### src/sv/mmp_pkg.sv
// shared types, constants and helpers for the matrix multiply and power block
`timescale 1ns / 1ps
package mmp_pkg;

    localparam int MAX_DIM    = 8;
    localparam int DATA_WIDTH = 32;
    localparam int CELLS      = MAX_DIM * MAX_DIM;
    localparam int ADDR_W     = $clog2(CELLS);
    localparam int CNT_W      = ADDR_W + 1;
    localparam int DIM_W      = 4;
    localparam int IDX_W      = $clog2(MAX_DIM);
    localparam int PROD_W     = 2 * DATA_WIDTH;
    localparam int ACC_W      = PROD_W + IDX_W + 1;
    localparam int FRAC_W     = 16;
    localparam int CFG_IDX_W  = 3;
    localparam int CFG_DATA_W = 8;

    // configuration register indexes
    typedef enum logic [CFG_IDX_W-1:0] {
        CFG_MODE     = 3'd0,
        CFG_A_ROWS   = 3'd1,
        CFG_A_COLS   = 3'd2,
        CFG_B_COLS   = 3'd3,
        CFG_EXPONENT = 3'd4
    } cfg_index_t;

    // matrix store selection
    typedef enum logic [1:0] {
        SEL_A = 2'd0,
        SEL_B = 2'd1,
        SEL_W = 2'd2,
        SEL_S = 2'd3
    } mat_sel_t;

    typedef struct packed {
        logic                          cmd;
        logic signed [DATA_WIDTH-1:0]  element;
    } in_item_t;

    typedef struct packed {
        logic signed [DATA_WIDTH-1:0]  product_element;
        logic                          last;
    } out_item_t;

    // tag travelling down the multiply-accumulate pipeline
    typedef struct packed {
        logic              valid;
        logic              first;
        logic              last;
        logic [ADDR_W-1:0] dst_addr;
        mat_sel_t          dst_sel;
    } mac_tag_t;

    // controller to datapath commands
    typedef struct packed {
        logic              load_a;
        logic              load_b;
        logic [ADDR_W-1:0] load_addr;
        mac_tag_t          tag;
        logic [ADDR_W-1:0] l_addr;
        mat_sel_t          l_sel;
        logic [ADDR_W-1:0] r_addr;
        mat_sel_t          r_sel;
        logic              out_load;
        logic              out_last;
    } dp_cmd_t;

    // datapath to controller status
    typedef struct packed {
        logic out_free;
    } dp_status_t;

    // zero acts as one, above the maximum acts as the maximum
    function automatic logic [DIM_W-1:0] clamp_dim(input logic [DIM_W-1:0] d);
        logic [DIM_W-1:0] r;
        r = d;
        if (d == '0)
            r = DIM_W'(1);
        else if (d > DIM_W'(MAX_DIM))
            r = DIM_W'(MAX_DIM);
        return r;
    endfunction

endpackage

### src/sv/mmp_ctrl.sv
// configuration registers, load counters and sequencing state machine
`timescale 1ns / 1ps
module mmp_ctrl (
    input  logic                           clk,
    input  logic                           rst_n,
    input  logic                           in_valid,
    output logic                           in_ready,
    input  logic                           in_cmd,
    input  logic                           cfg_valid,
    output logic                           cfg_ready,
    input  logic [mmp_pkg::CFG_IDX_W-1:0]  cfg_index,
    input  logic [mmp_pkg::CFG_DATA_W-1:0] cfg_data,
    output mmp_pkg::dp_cmd_t               cmd,
    input  mmp_pkg::dp_status_t            status
);
    import mmp_pkg::*;

    typedef enum logic [4:0] {
        ST_IDLE   = 5'b00001,
        ST_MAC    = 5'b00010,
        ST_DRAIN  = 5'b00100,
        ST_OUT_RD = 5'b01000,
        ST_OUT_LD = 5'b10000
    } state_t;

    state_t              state_reg, state_next;
    logic                mode_reg;
    logic [DIM_W-1:0]    a_rows_reg, a_cols_reg, b_cols_reg;
    logic [7:0]          exponent_reg;
    logic [CNT_W-1:0]    a_cnt_reg, a_cnt_next, b_cnt_reg, b_cnt_next;
    logic [IDX_W-1:0]    i_reg, i_next, j_reg, j_next, k_reg, k_next;
    logic [7:0]          pass_reg, pass_next;
    mat_sel_t            left_sel_reg, left_sel_next, right_sel_reg, right_sel_next;
    mat_sel_t            dst_sel_reg, dst_sel_next, res_sel_reg, res_sel_next;
    logic [1:0]          drain_reg, drain_next;
    logic [ADDR_W-1:0]   out_idx_reg, out_idx_next;

    logic [DIM_W-1:0]    rows, inner, cols;
    logic [CNT_W-1:0]    a_total, b_total, n_total;
    logic                accept, store_a, store_b, complete;
    logic                k_end, j_end, i_end, out_end;

    // effective dimensions
    always_comb
    begin
        rows    = clamp_dim(a_rows_reg);
        inner   = mode_reg ? rows : clamp_dim(a_cols_reg);
        cols    = mode_reg ? rows : clamp_dim(b_cols_reg);
        a_total = CNT_W'(rows) * CNT_W'(inner);
        b_total = mode_reg ? '0 : CNT_W'(inner) * CNT_W'(cols);
        n_total = CNT_W'(rows) * CNT_W'(cols);
    end

    // configuration writes, taken only between computations
    assign cfg_ready = (state_reg == ST_IDLE);

    always_ff @(posedge clk or negedge rst_n)
    begin
        if (!rst_n)
        begin
            mode_reg     <= 1'b0;
            a_rows_reg   <= DIM_W'(MAX_DIM);
            a_cols_reg   <= DIM_W'(MAX_DIM);
            b_cols_reg   <= DIM_W'(MAX_DIM);
            exponent_reg <= 8'd1;
        end
        else if (cfg_valid && cfg_ready)
        begin
            case (cfg_index)
                CFG_MODE:     mode_reg     <= cfg_data[0];
                CFG_A_ROWS:   a_rows_reg   <= cfg_data[DIM_W-1:0];
                CFG_A_COLS:   a_cols_reg   <= cfg_data[DIM_W-1:0];
                CFG_B_COLS:   b_cols_reg   <= cfg_data[DIM_W-1:0];
                CFG_EXPONENT: exponent_reg <= cfg_data;
                default:      ;
            endcase
        end
    end

    // load bookkeeping
    assign in_ready   = (state_reg == ST_IDLE);
    assign accept     = in_valid && in_ready;
    assign store_a    = accept && !in_cmd && (a_cnt_reg < a_total);
    assign store_b    = accept && in_cmd && !mode_reg && (b_cnt_reg < b_total);
    assign a_cnt_next = a_cnt_reg + CNT_W'(store_a);
    assign b_cnt_next = b_cnt_reg + CNT_W'(store_b);
    assign complete   = accept && (a_cnt_next >= a_total) && (b_cnt_next >= b_total);

    assign k_end   = ({1'b0, k_reg} == inner - DIM_W'(1));
    assign j_end   = ({1'b0, j_reg} == cols - DIM_W'(1));
    assign i_end   = ({1'b0, i_reg} == rows - DIM_W'(1));
    assign out_end = (CNT_W'(out_idx_reg) == n_total - CNT_W'(1));

    // sequencer
    always_comb
    begin
        state_next     = state_reg;
        i_next         = i_reg;
        j_next         = j_reg;
        k_next         = k_reg;
        pass_next      = pass_reg;
        left_sel_next  = left_sel_reg;
        right_sel_next = right_sel_reg;
        dst_sel_next   = dst_sel_reg;
        res_sel_next   = res_sel_reg;
        drain_next     = drain_reg;
        out_idx_next   = out_idx_reg;
        case (state_reg)
            ST_IDLE:
            begin
                if (complete)
                begin
                    i_next       = '0;
                    j_next       = '0;
                    k_next       = '0;
                    out_idx_next = '0;
                    if (mode_reg && (exponent_reg < 8'd2))
                    begin
                        res_sel_next = SEL_A;
                        state_next   = ST_OUT_RD;
                    end
                    else
                    begin
                        left_sel_next  = SEL_A;
                        right_sel_next = mode_reg ? SEL_A : SEL_B;
                        dst_sel_next   = mode_reg ? SEL_W : SEL_S;
                        pass_next      = mode_reg ? exponent_reg - 8'd1 : 8'd1;
                        state_next     = ST_MAC;
                    end
                end
            end
            ST_MAC:
            begin
                k_next = k_reg + IDX_W'(1);
                if (k_end)
                begin
                    k_next = '0;
                    j_next = j_reg + IDX_W'(1);
                    if (j_end)
                    begin
                        j_next = '0;
                        i_next = i_reg + IDX_W'(1);
                        if (i_end)
                        begin
                            i_next     = '0;
                            drain_next = 2'd3;
                            state_next = ST_DRAIN;
                        end
                    end
                end
            end
            ST_DRAIN:
            begin
                drain_next = drain_reg - 2'd1;
                if (drain_reg == 2'd0)
                begin
                    pass_next = pass_reg - 8'd1;
                    if (pass_reg == 8'd1)
                    begin
                        res_sel_next = dst_sel_reg;
                        state_next   = ST_OUT_RD;
                    end
                    else
                    begin
                        left_sel_next = dst_sel_reg;
                        dst_sel_next  = (dst_sel_reg == SEL_W) ? SEL_S : SEL_W;
                        state_next    = ST_MAC;
                    end
                end
            end
            ST_OUT_RD:
            begin
                state_next = ST_OUT_LD;
            end
            ST_OUT_LD:
            begin
                if (status.out_free)
                begin
                    if (out_end)
                        state_next = ST_IDLE;
                    else
                    begin
                        out_idx_next = out_idx_reg + ADDR_W'(1);
                        state_next   = ST_OUT_RD;
                    end
                end
            end
            default:
            begin
                state_next = ST_IDLE;
            end
        endcase
    end

    always_ff @(posedge clk or negedge rst_n)
    begin
        if (!rst_n)
        begin
            state_reg     <= ST_IDLE;
            a_cnt_reg     <= '0;
            b_cnt_reg     <= '0;
            i_reg         <= '0;
            j_reg         <= '0;
            k_reg         <= '0;
            pass_reg      <= '0;
            left_sel_reg  <= SEL_A;
            right_sel_reg <= SEL_A;
            dst_sel_reg   <= SEL_W;
            res_sel_reg   <= SEL_A;
            drain_reg     <= '0;
            out_idx_reg   <= '0;
        end
        else
        begin
            state_reg     <= state_next;
            a_cnt_reg     <= complete ? '0 : a_cnt_next;
            b_cnt_reg     <= complete ? '0 : b_cnt_next;
            i_reg         <= i_next;
            j_reg         <= j_next;
            k_reg         <= k_next;
            pass_reg      <= pass_next;
            left_sel_reg  <= left_sel_next;
            right_sel_reg <= right_sel_next;
            dst_sel_reg   <= dst_sel_next;
            res_sel_reg   <= res_sel_next;
            drain_reg     <= drain_next;
            out_idx_reg   <= out_idx_next;
        end
    end

    // datapath commands
    always_comb
    begin
        cmd              = '0;
        cmd.load_a       = store_a;
        cmd.load_b       = store_b;
        cmd.load_addr    = store_a ? a_cnt_reg[ADDR_W-1:0] : b_cnt_reg[ADDR_W-1:0];
        cmd.tag.valid    = (state_reg == ST_MAC);
        cmd.tag.first    = (k_reg == '0);
        cmd.tag.last     = k_end && (state_reg == ST_MAC);
        cmd.tag.dst_addr = ADDR_W'(CNT_W'(i_reg) * CNT_W'(cols) + CNT_W'(j_reg));
        cmd.tag.dst_sel  = dst_sel_reg;
        cmd.r_addr       = ADDR_W'(CNT_W'(k_reg) * CNT_W'(cols) + CNT_W'(j_reg));
        cmd.r_sel        = right_sel_reg;
        if (state_reg == ST_MAC)
        begin
            cmd.l_addr = ADDR_W'(CNT_W'(i_reg) * CNT_W'(inner) + CNT_W'(k_reg));
            cmd.l_sel  = left_sel_reg;
        end
        else
        begin
            cmd.l_addr = out_idx_reg;
            cmd.l_sel  = res_sel_reg;
        end
        cmd.out_load = (state_reg == ST_OUT_LD) && status.out_free;
        cmd.out_last = out_end;
    end

    // checks
    counts_idle_while_busy: assert property (@(posedge clk) disable iff (!rst_n)
        (state_reg != ST_IDLE) |-> (a_cnt_reg == '0 && b_cnt_reg == '0))
        else $error("load counts not cleared during computation");
    mac_indices_in_range: assert property (@(posedge clk) disable iff (!rst_n)
        (state_reg == ST_MAC) |->
        ({1'b0, k_reg} < inner && {1'b0, j_reg} < cols && {1'b0, i_reg} < rows))
        else $error("matrix index out of range");
    counts_bounded: assert property (@(posedge clk) disable iff (!rst_n)
        a_cnt_reg <= CNT_W'(CELLS) && b_cnt_reg <= CNT_W'(CELLS))
        else $error("load count past store depth");
    drain_before_output: assert property (@(posedge clk) disable iff (!rst_n)
        $rose(state_reg == ST_OUT_RD) && $past(state_reg == ST_DRAIN)
        |-> $past(drain_reg == 2'd0))
        else $error("results read before pipeline drained");

endmodule

### config.mk
export PLATFORM = sky130hd
export DESIGN_NAME = mmp_ctrl
export DESIGN_NICKNAME = d
export VERILOG_FILES = /design/src/sv/mmp_pkg.sv /design/src/sv/mmp_ctrl.sv
export SDC_FILE = /design/constraint.sdc
export NUM_CORES = 1
export LEC_CHECK = 0
export ABC_CLOCK_PERIOD_IN_PS = 7600
export BUFFER_PORTS_ARGS = -buffer_cell sky130_fd_sc_hd__buf_2
export CAP_MARGIN = 20
export CORE_MARGIN = 10
export CORE_UTILIZATION = 40
export DETAILED_ROUTE_END_ITERATION = 8
export GPL_TIMING_DRIVEN = 0
export HOLD_SLACK_MARGIN = 0.03
export REMOVE_ABC_BUFFERS = 1
export SETUP_SLACK_MARGIN = 0.2
export SLEW_MARGIN = 5
export SYNTH_ARGS = -nofsm -noshare
export SYNTH_HDL_FRONTEND = slang
export SYNTH_SLANG_ARGS = --single-unit
export TNS_END_PERCENT = 10
### constraint.sdc
create_clock -name clk -period 7.6 [get_ports clk]
set_clock_uncertainty 0.15 [all_clocks]
set_input_delay 0.38 -clock clk [delete_from_list [all_inputs] [get_ports clk]]
set_output_delay 0.38 -clock clk [all_outputs]
set_load 0.01 [all_outputs]
Word level (Yosys, flattened, before mapping)
Cells that the tools add are included.
{"block": "totals", "ff_bits": 73, "latchBits": 0, "ram_bits": 0, "rom_bits": 0, "inputBits": 17, "out_inout_bits": 39, "word_cells": 178, "n_memories": 0}
{"block": "classes", "addsub": 16, "mul": 6, "div": 0, "magnitude_cmp": 8, "n_eq_ne": 26, "n_shift": 0, "n_mux": 64, "bitwise": 1, "n_reduce_logical": 39}
{"op": "4-bit two-way mux", "n": 11}
{"op": "8-bit two-way mux", "n": 5}
{"op": "2-bit two-way mux", "n": 15}
{"op": "5-bit two-way mux", "n": 6}
{"op": "5-bit one-hot mux with 5 select lines", "n": 1}
{"op": "6-bit two-way mux", "n": 4}
{"op": "4-bit by 4-bit multiplier with 7-bit output", "n": 3}
{"op": "3-bit two-way mux", "n": 7}
{"op": "7-bit two-way mux", "n": 3}
{"op": "6-bit by 3-bit adder with 6-bit output", "n": 3}
{"op": "3-bit by 4-bit multiplier with 6-bit output", "n": 3}
{"op": "3-bit one-hot mux with 2 select lines", "n": 3}
{"op": "2-bit one-hot mux with 2 select lines", "n": 4}
{"op": "8-bit one-hot mux with 2 select lines", "n": 1}
{"op": "4-bit AND reduction", "n": 4}
{"op": "8-bit by 1-bit subtractor with 8-bit output (second input constant)", "n": 2}
{"op": "7-bit by 1-bit adder with 7-bit output", "n": 2}
{"op": "7-bit greater-or-equal comparator", "n": 2}
{"op": "7-bit < comparator", "n": 2}
{"op": "3-bit by 4-bit equality test with 1-bit output", "n": 3}
{"op": "4-bit greater-than comparator (second input constant)", "n": 3}
{"op": "1-bit logical AND", "n": 12}
{"op": "4-bit logical NOT", "n": 3}
{"op": "2-bit inequality test (second input constant)", "n": 6}
{"op": "29 further kinds", "n": 52}

Logic depth before layout (Yosys ltp)
Gate-level depths: netlist of run 1.
{"block": "depth", "word_depth": 13, "ltp_mapped": 31, "mapped_depth_nobuf": 28}

Worst setup path before layout of run 1
No wires, ideal clock.
{"block": "synth_timing", "kind": "register -> register", "startpoint": "register mode_reg", "endpoint": "register pass_reg[0]", "setup_ns": 0.119, "arrival_time_ns": 6.457, "required_time_ns": 7.331, "path_slack_ns": 0.874, "stages_incl_launch_ff": 29, "path_buffers": 3, "period_less_slack_ns": 6.726, "path_cell_list": "dfrtp_1 -> buf_2 -> clkbuf_1 -> o21ai_0 -> nand2_1 -> fa_1 -> inv_1 -> fa_1 -> fa_1 -> inv_1 -> ha_1 -> o211a_1 -> a221oi_1 -> nand2_1 -> o22ai_1 -> o21ai_1 -> inv_1 -> ha_1 -> ha_1 -> nand3_1 -> xnor2_1 -> ha_1 -> and2_1 -> a2111oi_0 -> a221oi_1 -> o21a_1 -> buf_2 -> a32oi_1 -> a21bo_1"}
{"block": "synth_via", "elab_chain_cells": 10, "elab_cells_between_ends": 25, "classes_between": "add/sub: 2; mul: 2; order compare: 4; eq/ne: 2; mux: 7; reduce/logical: 8"}
{"element": "start, declared", "line_no": "mmp_ctrl.sv:27", "rtl": "logic mode_reg;"}
{"element": "start signal, assigned", "line_no": "mmp_ctrl.sv:70", "rtl": "CFG_MODE: mode_reg <= cfg_data[0];"}
{"element": "4-bit two-way mux", "line_no": "mmp_ctrl.sv:47", "rtl": "inner = mode_reg ? rows : clamp_dim(a_cols_reg);"}
{"element": "4-bit by 4-bit multiplier with 7-bit output", "line_no": "mmp_ctrl.sv:49", "rtl": "a_total = CNT_W'(rows) * CNT_W'(inner);"}
{"element": "7-bit < comparator", "line_no": "mmp_ctrl.sv:83", "rtl": "assign store_a = accept && !in_cmd && (a_cnt_reg < a_total);"}
{"element": "1-bit logical AND", "line_no": "mmp_ctrl.sv:83"}
{"element": "net store_a", "line_no": "mmp_ctrl.sv:40", "rtl": "logic accept, store_a, store_b, complete;"}
{"element": "7-bit by 1-bit adder with 7-bit output", "line_no": "mmp_ctrl.sv:85", "rtl": "assign a_cnt_next = a_cnt_reg + CNT_W'(store_a);"}
{"element": "7-bit greater-or-equal comparator", "line_no": "mmp_ctrl.sv:87", "rtl": "assign complete = accept && (a_cnt_next >= a_total) && (b_cnt_next >= b_total);"}
{"element": "1-bit logical AND (2 in a row)", "line_no": "mmp_ctrl.sv:87"}
{"element": "2-bit by 1-bit inequality test with 1-bit output (no source line)"}
{"element": "4-bit AND reduction (no source line)"}
{"element": "end signal, assigned", "line_no": "mmp_ctrl.sv:221", "rtl": "pass_reg <= pass_next;"}
{"element": "end, declared", "line_no": "mmp_ctrl.sv:32", "rtl": "logic [7:0] pass_reg, pass_next;"}
The timed path passes the listed nets, and every way through them passes these cells. The select of a mux whose other input is x is not followed.
A chain may end at the register's enable or synchronous reset.

Worst setup path after layout of run 1
{"block": "layout_timing", "startpoint": "register a_rows_reg[3]", "endpoint": "register pass_reg[6]"}
{"block": "layout_via", "elab_chain_cells": 13, "elab_cells_between_ends": 21, "classes_between": "add/sub: 2; mul: 2; order compare: 5; eq/ne: 1; mux: 5; reduce/logical: 6"}
{"element": "start, declared", "line_no": "mmp_ctrl.sv:28", "rtl": "logic [DIM_W-1:0] a_rows_reg, a_cols_reg, b_cols_reg;"}
{"element": "start signal, assigned", "line_no": "mmp_ctrl.sv:62", "rtl": "a_rows_reg <= DIM_W'(MAX_DIM);"}
{"element": "start signal, assigned", "line_no": "mmp_ctrl.sv:71", "rtl": "CFG_A_ROWS: a_rows_reg <= cfg_data[DIM_W-1:0];"}
{"element": "4-bit greater-than comparator", "line_no": "mmp_pkg.sv:79", "rtl": "else if (d > DIM_W'(MAX_DIM))"}
{"element": "4-bit two-way mux", "line_no": "mmp_pkg.sv:79"}
{"element": "4-bit two-way mux (*)", "line_no": "mmp_pkg.sv:77", "rtl": "if (d == '0)"}
{"element": "4-bit two-way mux (on tied branches)", "line_no": "mmp_ctrl.sv:47, mmp_ctrl.sv:48"}
{"element": "4-bit by 4-bit multiplier with 7-bit output (on tied branches)", "line_no": "mmp_ctrl.sv:50, mmp_ctrl.sv:49"}
{"element": "7-bit two-way mux / 7-bit < comparator (equally long branches)", "line_no": "mmp_ctrl.sv:50, mmp_ctrl.sv:83"}
{"element": "7-bit < comparator / 1-bit logical AND (equally long branches)", "line_no": "mmp_ctrl.sv:84, mmp_ctrl.sv:83"}
{"element": "1-bit logical AND / 7-bit by 1-bit adder with 7-bit output (equally long branches)", "line_no": "mmp_ctrl.sv:84, mmp_ctrl.sv:85"}
{"element": "7-bit by 1-bit adder with 7-bit output / 7-bit greater-or-equal comparator (equally long branches)", "line_no": "mmp_ctrl.sv:86, mmp_ctrl.sv:87"}
{"element": "7-bit greater-or-equal comparator / 1-bit logical AND (equally long branches)", "line_no": "mmp_ctrl.sv:87"}
{"element": "1-bit logical AND (*)", "line_no": "mmp_ctrl.sv:87"}
{"element": "2-bit by 1-bit inequality test with 1-bit output (no source line) (*)"}
{"element": "4-bit AND reduction (no source line) (*)"}
Every way passes the cells marked *; elsewhere a longest branch is shown, timed or not.

==> qor.csv, run 1 <==
metric;value;unit
setup_viol_count_final;0;
grt_pass1_wl;29.62;mm
worst_path_max_delay_cell;dfstp_2;
clock_sinks;71;
period_needed;7069;ps
layout_setup_ws;531.0;ps
vias;5861;
first_iter_violations;231;
die_w;154.5;µm
cts_inserted_buffers;9;
area.growth.synth_to_final;15.36;%
rsz0062_at_grt;no;
clk_path_buf_depth;2;
syn_inst;806;
hpwl;13.16;mm
grtUsageTotal;15.04;%
root_buffer;clkbuf_16;
synth_cell_type_count;80;
core.rowCount;49;
required;7680;ps
cts_tree;built;
max-slew-margin-rel;26.76;%
grt_start_max_net_pins;49;
io_pins;56;
min_path_type;input pin to flip-flop;
synth_compound_area_share;14.41;%
path_common_cell;ha_1;
synth_top_family_by_area;adder cells;
synth_edf_count;0;
ir_worst_vdd;177.7;µV
timing.fmax;0.1415;GHz
overflow;0;
die_height;154.5;µm
pre_cts_ws;-1133;ps
antenna_found_initial;0;
tightest_slew;1090;ps
path_class;flip-flop to flip-flop;
yosys-mux-area-fraction;4.804;%
ys_ff_latch;71;
p_leak;4.277;nW
drv_cap;0;
wl_per_cell;16.15;µm
hold_viol;0;
final_antenna_net_count;0;
port_buffers;53;
r2r_slack;530;ps
core-area;17900;µm²
synth_area;7241;µm²
start_util;40.45;%
seq_area_frac_synth;24.62;%
whs;109.4;ps
yosys_warnings;0;
dr.pass1.iters;5;
gp_congestion;0.8419;
path_max_fanout;11;
fin_crit_sh;93.01;%
synthArstFlopShare;100.0;%
p_per_area;377.3;nW/µm²
synthAdderAreaFrac;24.36;%
fin_cells;1095;
grt_pass1_vias;5987;
synth_xor_area_share;8.225;%
drc;0;
crit_path_end_kind;flip-flop;
cp-start-kind;flip-flop;
drv_slew;0;
drive_gt1_share;19.05;%
status;finished, final reports clean;
avgSynthCellArea;8.983;µm²
viasPerCell;5.353;
final_nets;1004;
ys.flop_type;dfrtp_1;
dp.cells;1064;
wl;17.68;mm
arrival;7150;ps
path_clk_slew;60;ps
dieArea;23880;µm²
clk_latency;350;ps
cp_slowest_stage_delay;610;ps
yosys.area_share.simple;18.09;%
cts.htree.levels;3;
diodes;0;
## layout by cell type, fill, tap and decap left out, types with 6 or more instances in the layout
cell type / synthesis / layout
ha_1: 101 / 100
nand2_1: 85 / 85
nor2_1: 76 / 74
dfrtp_1: 66 / 65
inv_1: 62 / 62
buf_2: 4 / 52
xnor2_1: 48 / 46
a21oi_1: 35 / 33
mux2_2: 30 / 30
fa_1: 25 / 25
and2_1: 23 / 23
xor2_1: 20 / 20
nand2b_1: 15 / 15
a21o_1: 15 / 15
o21ai_0: 16 / 13
nand3_1: 13 / 12
nor3_1: 11 / 11
buf_4: 6 / 11
and3_1: 10 / 10
nor2b_1: 11 / 9
clkbuf_16: 0 / 9
o21ai_1: 7 / 8
nand4_1: 6 / 6
a31oi_1: 6 / 6
## layout make-up
cell class	count	area (µm²)
multi-input cells	643	5251
clock buffers	9	225.2
inverters	67	256.5
repair buffers	69	451.7
well taps	229	286.5
fillers	1786	9549
clock inverters	7	95.09
flip-flops and latches	71	1787
## cells by family (layout without fill, tap and decap cells)
| logic type | Yosys count | count (layout) |
|---|---|---|
| AND/OR/NAND/NOR | 269 | 269 |
| AO/OA/AOI/OAI | 146 | 147 |
| adder cells (fa/ha/maj) | 126 | 126 |
| buffers and inverters | 93 | 152 |
| flip-flops | 71 | 71 |
| XOR/XNOR | 68 | 68 |
| multiplexers | 31 | 31 |
| other | 2 | 2 |
## through the flow
step	instance area (µm²)	utilization (%)	power, mW	TNS [ps]
after detailed placement	7697	43.00	2.427	-31230
after global placement	7660	42.79	2.404	-36490
after floorplan	7108	-	1.993	0
after global routing	8353	46.66	3.464	0
final	8353	46.66	3.152	0
after CTS	8203	45.82	3.044	0
## cells in the mapped netlist, drive strengths merged, types with 5 or more instances
master	n	share of area (%)
a21o	15	1.6
nor2b	11	0.95
dfrtp	66	23
a22o	8	0.97
dfstp	5	1.8
nand4	6	0.52
nand3	14	1.0
nand2	86	4.6
nor2	76	3.9
xnor2	48	5.8
nand2b	15	1.3
a211oi	6	0.62
o21ai	24	1.7
and3	10	0.86
nor3	12	0.90
fa	25	6.9
o21a	6	0.62
xor2	20	2.4
a21oi	35	2.4
clkbuf	13	0.67
ha	101	17
inv	66	3.5
mux2	30	4.7
a31oi	6	0.52
and2	23	2.0
buf	13	1.2
## worst paths after layout
kind / from / endpoint / cells past startpoint
worst max-delay path: a_rows_reg[3] / pass_reg[6] / 28
worst min-delay path: cfg_data[4] / exponent_reg[4] / 2
worst max register to register: a_rows_reg[3] / pass_reg[6] / 28
worst min register to register: left_sel_reg[1] / left_sel_reg[1] / 1
max in group asynchronous: rst_n / b_cols_reg[3] / 3
min in group asynchronous: rst_n / exponent_reg[6] / 2
## timing repair
item                                    CTS  global route
gates cloned                              1             0
hold endpoints to repair                 22             0
resized for setup                        21            20
setup buffers                             7             6
hold buffers                              1             0
pin swaps                                 3             5
endpoints found under the setup margin   46            46
## where the power goes
| group | total (mW) | switching (mW) | leakage (nW) | internal (mW) |
|---|---|---|---|---|
| logic | 2.07 | 1.15 | 3.21 | 0.915 |
| registers | 0.623 | 0.138 | 0.915 | 0.485 |
| clock network | 0.462 | 0.174 | 0.156 | 0.288 |
## worst max-delay path: cells and delay by family (launching register included)
| family | cells | cell delay, ps |
|---|---|---|
| compound gates | 9 | 2270 |
| fa+ha+maj | 8 | 2260 |
| buf+inv | 4 | 640 |
| simple gates | 5 | 630 |
| flops | 1 | 610 |
| xor+xnor | 2 | 390 |
## metal layers
layer	vias to the layer above	wire (µm)	track usage (%)
met2	104	8736	25.84
met4	0	182	4.229
met5	-	0	0
li1	2892	-	-
met1	2852	8066	18.74
met3	13	696	2.829
Note: power is estimated with default switching activity, not from simulation.
==> run 2, diff against run 1 <==
--- a/config.mk
+++ b/config.mk
@@ -5,6 +5,7 @@
 export SDC_FILE = /design/constraint.sdc
 export NUM_CORES = 1
 export LEC_CHECK = 0
+export ABC_AREA = 1
 export ABC_CLOCK_PERIOD_IN_PS = 7600
 export BUFFER_PORTS_ARGS = -buffer_cell sky130_fd_sc_hd__buf_2
 export CAP_MARGIN = 20
==> run 2 against run 1 <==
Critical path depth rose by 5. Utilization fell by 0.39 points. Worst hold slack improved by 6.1 ps. Register-to-register slack barely moved. Cell count rose by 24%. Global-route usage rose by 0.48 points. Synthesized cell count rose by 30%. Via count rose by 15%. Routed wire length rose by 8.2%. Count of clock-buffer cells in the layout rose by 2. Critical endpoint is now pass_reg[4]. Highest routed layer unchanged.
==> qor.csv, run 2 <==
metric;value;unit
yosysTopAreaCellShare;21.56;%
multi_input_area;5239;µm²
dr.pass1.iters;4;
nFillCells;1957;
ys.flop_type;dfrtp_1;
setup_viol_count_final;0;
port_buffers;53;
grt_start_max_net_pins;46;
yosys.area_share.simple;31.43;%
ys_ff_latch;71;
tightest_slew;998.9;ps
path_common_cell;nand2_1;
yosys_warnings;0;
required;7730;ps
yosys-top-cells-count;nand2_1, inv_1, ha_1;
core-area;18770;µm²
seq_area;1790;µm²
ir_worst_vdd;162.6;µV
pwr-share-clk;12.0;%
final_antenna_net_count;0;
layout_setup_ws;518.2;ps
worst_path_max_delay_cell;dfrtp_4;
cp-start-kind;flip-flop;
synth_compound_area_share;6.730;%
drive_gt1_share;14.08;%
hpwl;14.87;mm
yosysTopAreaCell;dfrtp_1;
drc;0;
synth_area;7660;µm²
drv_cap;0;
viasPerCell;4.956;
area.growth.synth_to_final;13.36;%
yosysMostFrequentCell;nand2_1;
m1WireLength;9.112;mm
die_w;158.4;µm
core.rowCount;50;
pre_cts_ws;-513.1;ps
final_nets;1260;
dieArea;25080;µm²
synth_cell_type_count;52;
diodes;0;
p_int;1.782;mW
hold_start;cfg_data[5];
clock_sinks;71;
cts_inserted_buffers;9;
die_height;158.4;µm
cp_slowest_stage_delay;550;ps
yosys-mux-area-fraction;0.2940;%
path_max_fanout;10;
cp-startpoint;mode_reg;
p_sw;2.035;mW
path_clk_slew;60;ps
syn_inst;1051;
min_path_type;input pin to flip-flop;
synthAdderAreaFrac;23.03;%
netlist_top_cells_area;dfrtp_1, ha_1, nand2_1, inv_1, fa_1;
p_total;3.817;mW
crit_path_end_kind;flip-flop;
first_iter_violations;320;
seqPwrFrac;17.2;%
p_leak;4.932;nW
comb_power_share;70.7;%
synth_top_family_by_area;simple AND/OR/NAND/NOR gates;
wl_met3;585;µm
wl_per_cell;14.11;µm
io_pins;56;
final_common_cell;nand2_1;
period_needed;7082;ps
grtUsageTotal;15.52;%
avgSynthCellArea;7.288;µm²
fin_crit_sh;93.18;%
clk_path_buf_depth;2;
layout_common_cells;nand2_1, inv_1, ha_1;
synth_edf_count;0;
start_util;40.81;%
hold_viol;0;
root_buffer;clkbuf_16;
cts.htree.levels;3;
clk_latency;340;ps
cts_tree;built;
timing.fmax;0.1412;GHz
status;finished, final reports clean;
grt_pass1_vias;6570;
drv_slew;0;
arrival;7220;ps
vias;6720;
top_layer;met4;
seq_area_frac_synth;23.28;%
max-slew-margin-rel;32.91;%
p_per_area;439.5;nW/µm²
antenna_found_initial;0;
wl_met2;9.288;mm
r2r_slack;520;ps
path_class;flip-flop to flip-flop;
swShare;53.31;%
grt_pass1_wl;31.77;mm
gp_congestion;0.8587;
overflow;0;
rsz0062_at_grt;no;
synth_xor_area_share;5.488;%
r2r_start;mode_reg;
synthArstFlopShare;100.0;%
wl;19.13;mm
==> run 2: changes by cell type after synthesis, sizes merged, moves of 11 or more <==
cell    delta
mux2      -28
xnor2     -35
xor2      +15
nand2b    -15
nor2      +21
o21ai     +22
nand4     +24
a21o      -13
nand3     +62
nand2    +221
inv       +96
nor2b     -11
and2      -23
==> run 2: logic make-up (layout without fill, tap and decap cells) <==
| family | count (synthesis) | after routing |
|---|---|---|
| AND/OR/NAND/NOR | 529 | 531 |
| multiplexers | 2 | 2 |
| XOR/XNOR | 48 | 48 |
| flip-flops | 71 | 71 |
| adder cells (fa/ha/maj) | 126 | 126 |
| AO/OA/AOI/OAI | 92 | 92 |
| other | 2 | 2 |
| buffers and inverters | 181 | 250 |
==> run 2: critical path: cells and delay by family (launching register included) <==
family | cells | cell delay, ps
fa+ha+maj | 7 | 2470
compound gates | 6 | 1020
xor+xnor | 2 | 260
flops | 1 | 550
buf+inv | 3 | 450
simple gates | 15 | 2090
==> run 2: path summary, 6_finish.rpt <==
| kind | end | depth (start not counted) |
|---|---|---|
| min in group asynchronous | a_cnt_reg[5] | 2 |
| max in group asynchronous | state_reg[0] | 3 |
| worst max register to register | pass_reg[4] | 33 |
| worst min register to register | pass_reg[1] | 2 |
| worst max-delay path | pass_reg[4] | 33 |
| worst min-delay path | exponent_reg[5] | 2 |
==> run 2: final cells by class <==
type                    instances  area share (%)
clock buffers                  11           2.911
flip-flops and latches         71           20.62
repair buffers                 71           4.942
inverters                     163           7.089
multi-input cells             801           60.33
well taps                     234           3.372
clock inverters                 5          0.7349
==> run 2: power groups by stage <==
| stage | Clock (mW) | Sequential [mW] | Combinational [mW] |
|---|---|---|---|
| after detailed placement | 0 | 0.666 | 2.57 |
| after global placement | 0 | 0.667 | 2.53 |
| after floorplan | 0 | 0.621 | 1.98 |
| after CTS | 0.471 | 0.662 | 2.61 |
| after global routing | 0.485 | 0.676 | 3.11 |
| final | 0.459 | 0.658 | 2.70 |
==> run 2: stage by stage <==
stage / setup TNS [ps] / cells / cell area (µm²) / utilization [%] / hold WS (ps)
after CTS: 0 / 1340 / 8488 / 45.23 / 104.0
after floorplan: 0 / 1033 / 7535 / - / -65.59
final: 0 / 1356 / 8683 / 46.27 / 115.5
after global routing: 0 / 1356 / 8683 / 46.27 / 112.3
after global placement: -7524 / 1320 / 8093 / 43.12 / 310.9
after detailed placement: -10610 / 1321 / 8123 / 43.28 / 193.5
==> run 2: routing by layer <==
layer	up-vias	global-route usage [%]
met5	-	0
li1	3507	-
met2	77	26.97
met1	3127	19.59
met3	9	2.752
met4	0	3.397
==> run 2: repair_timing <==
item,CTS,global route
hold buffers,1,0
hold endpoints to repair,26,0
endpoints found under the setup margin,47,46
gates resized for setup,7,15
buffers inserted,2,14
gates cloned,0,2
pin swaps,1,8
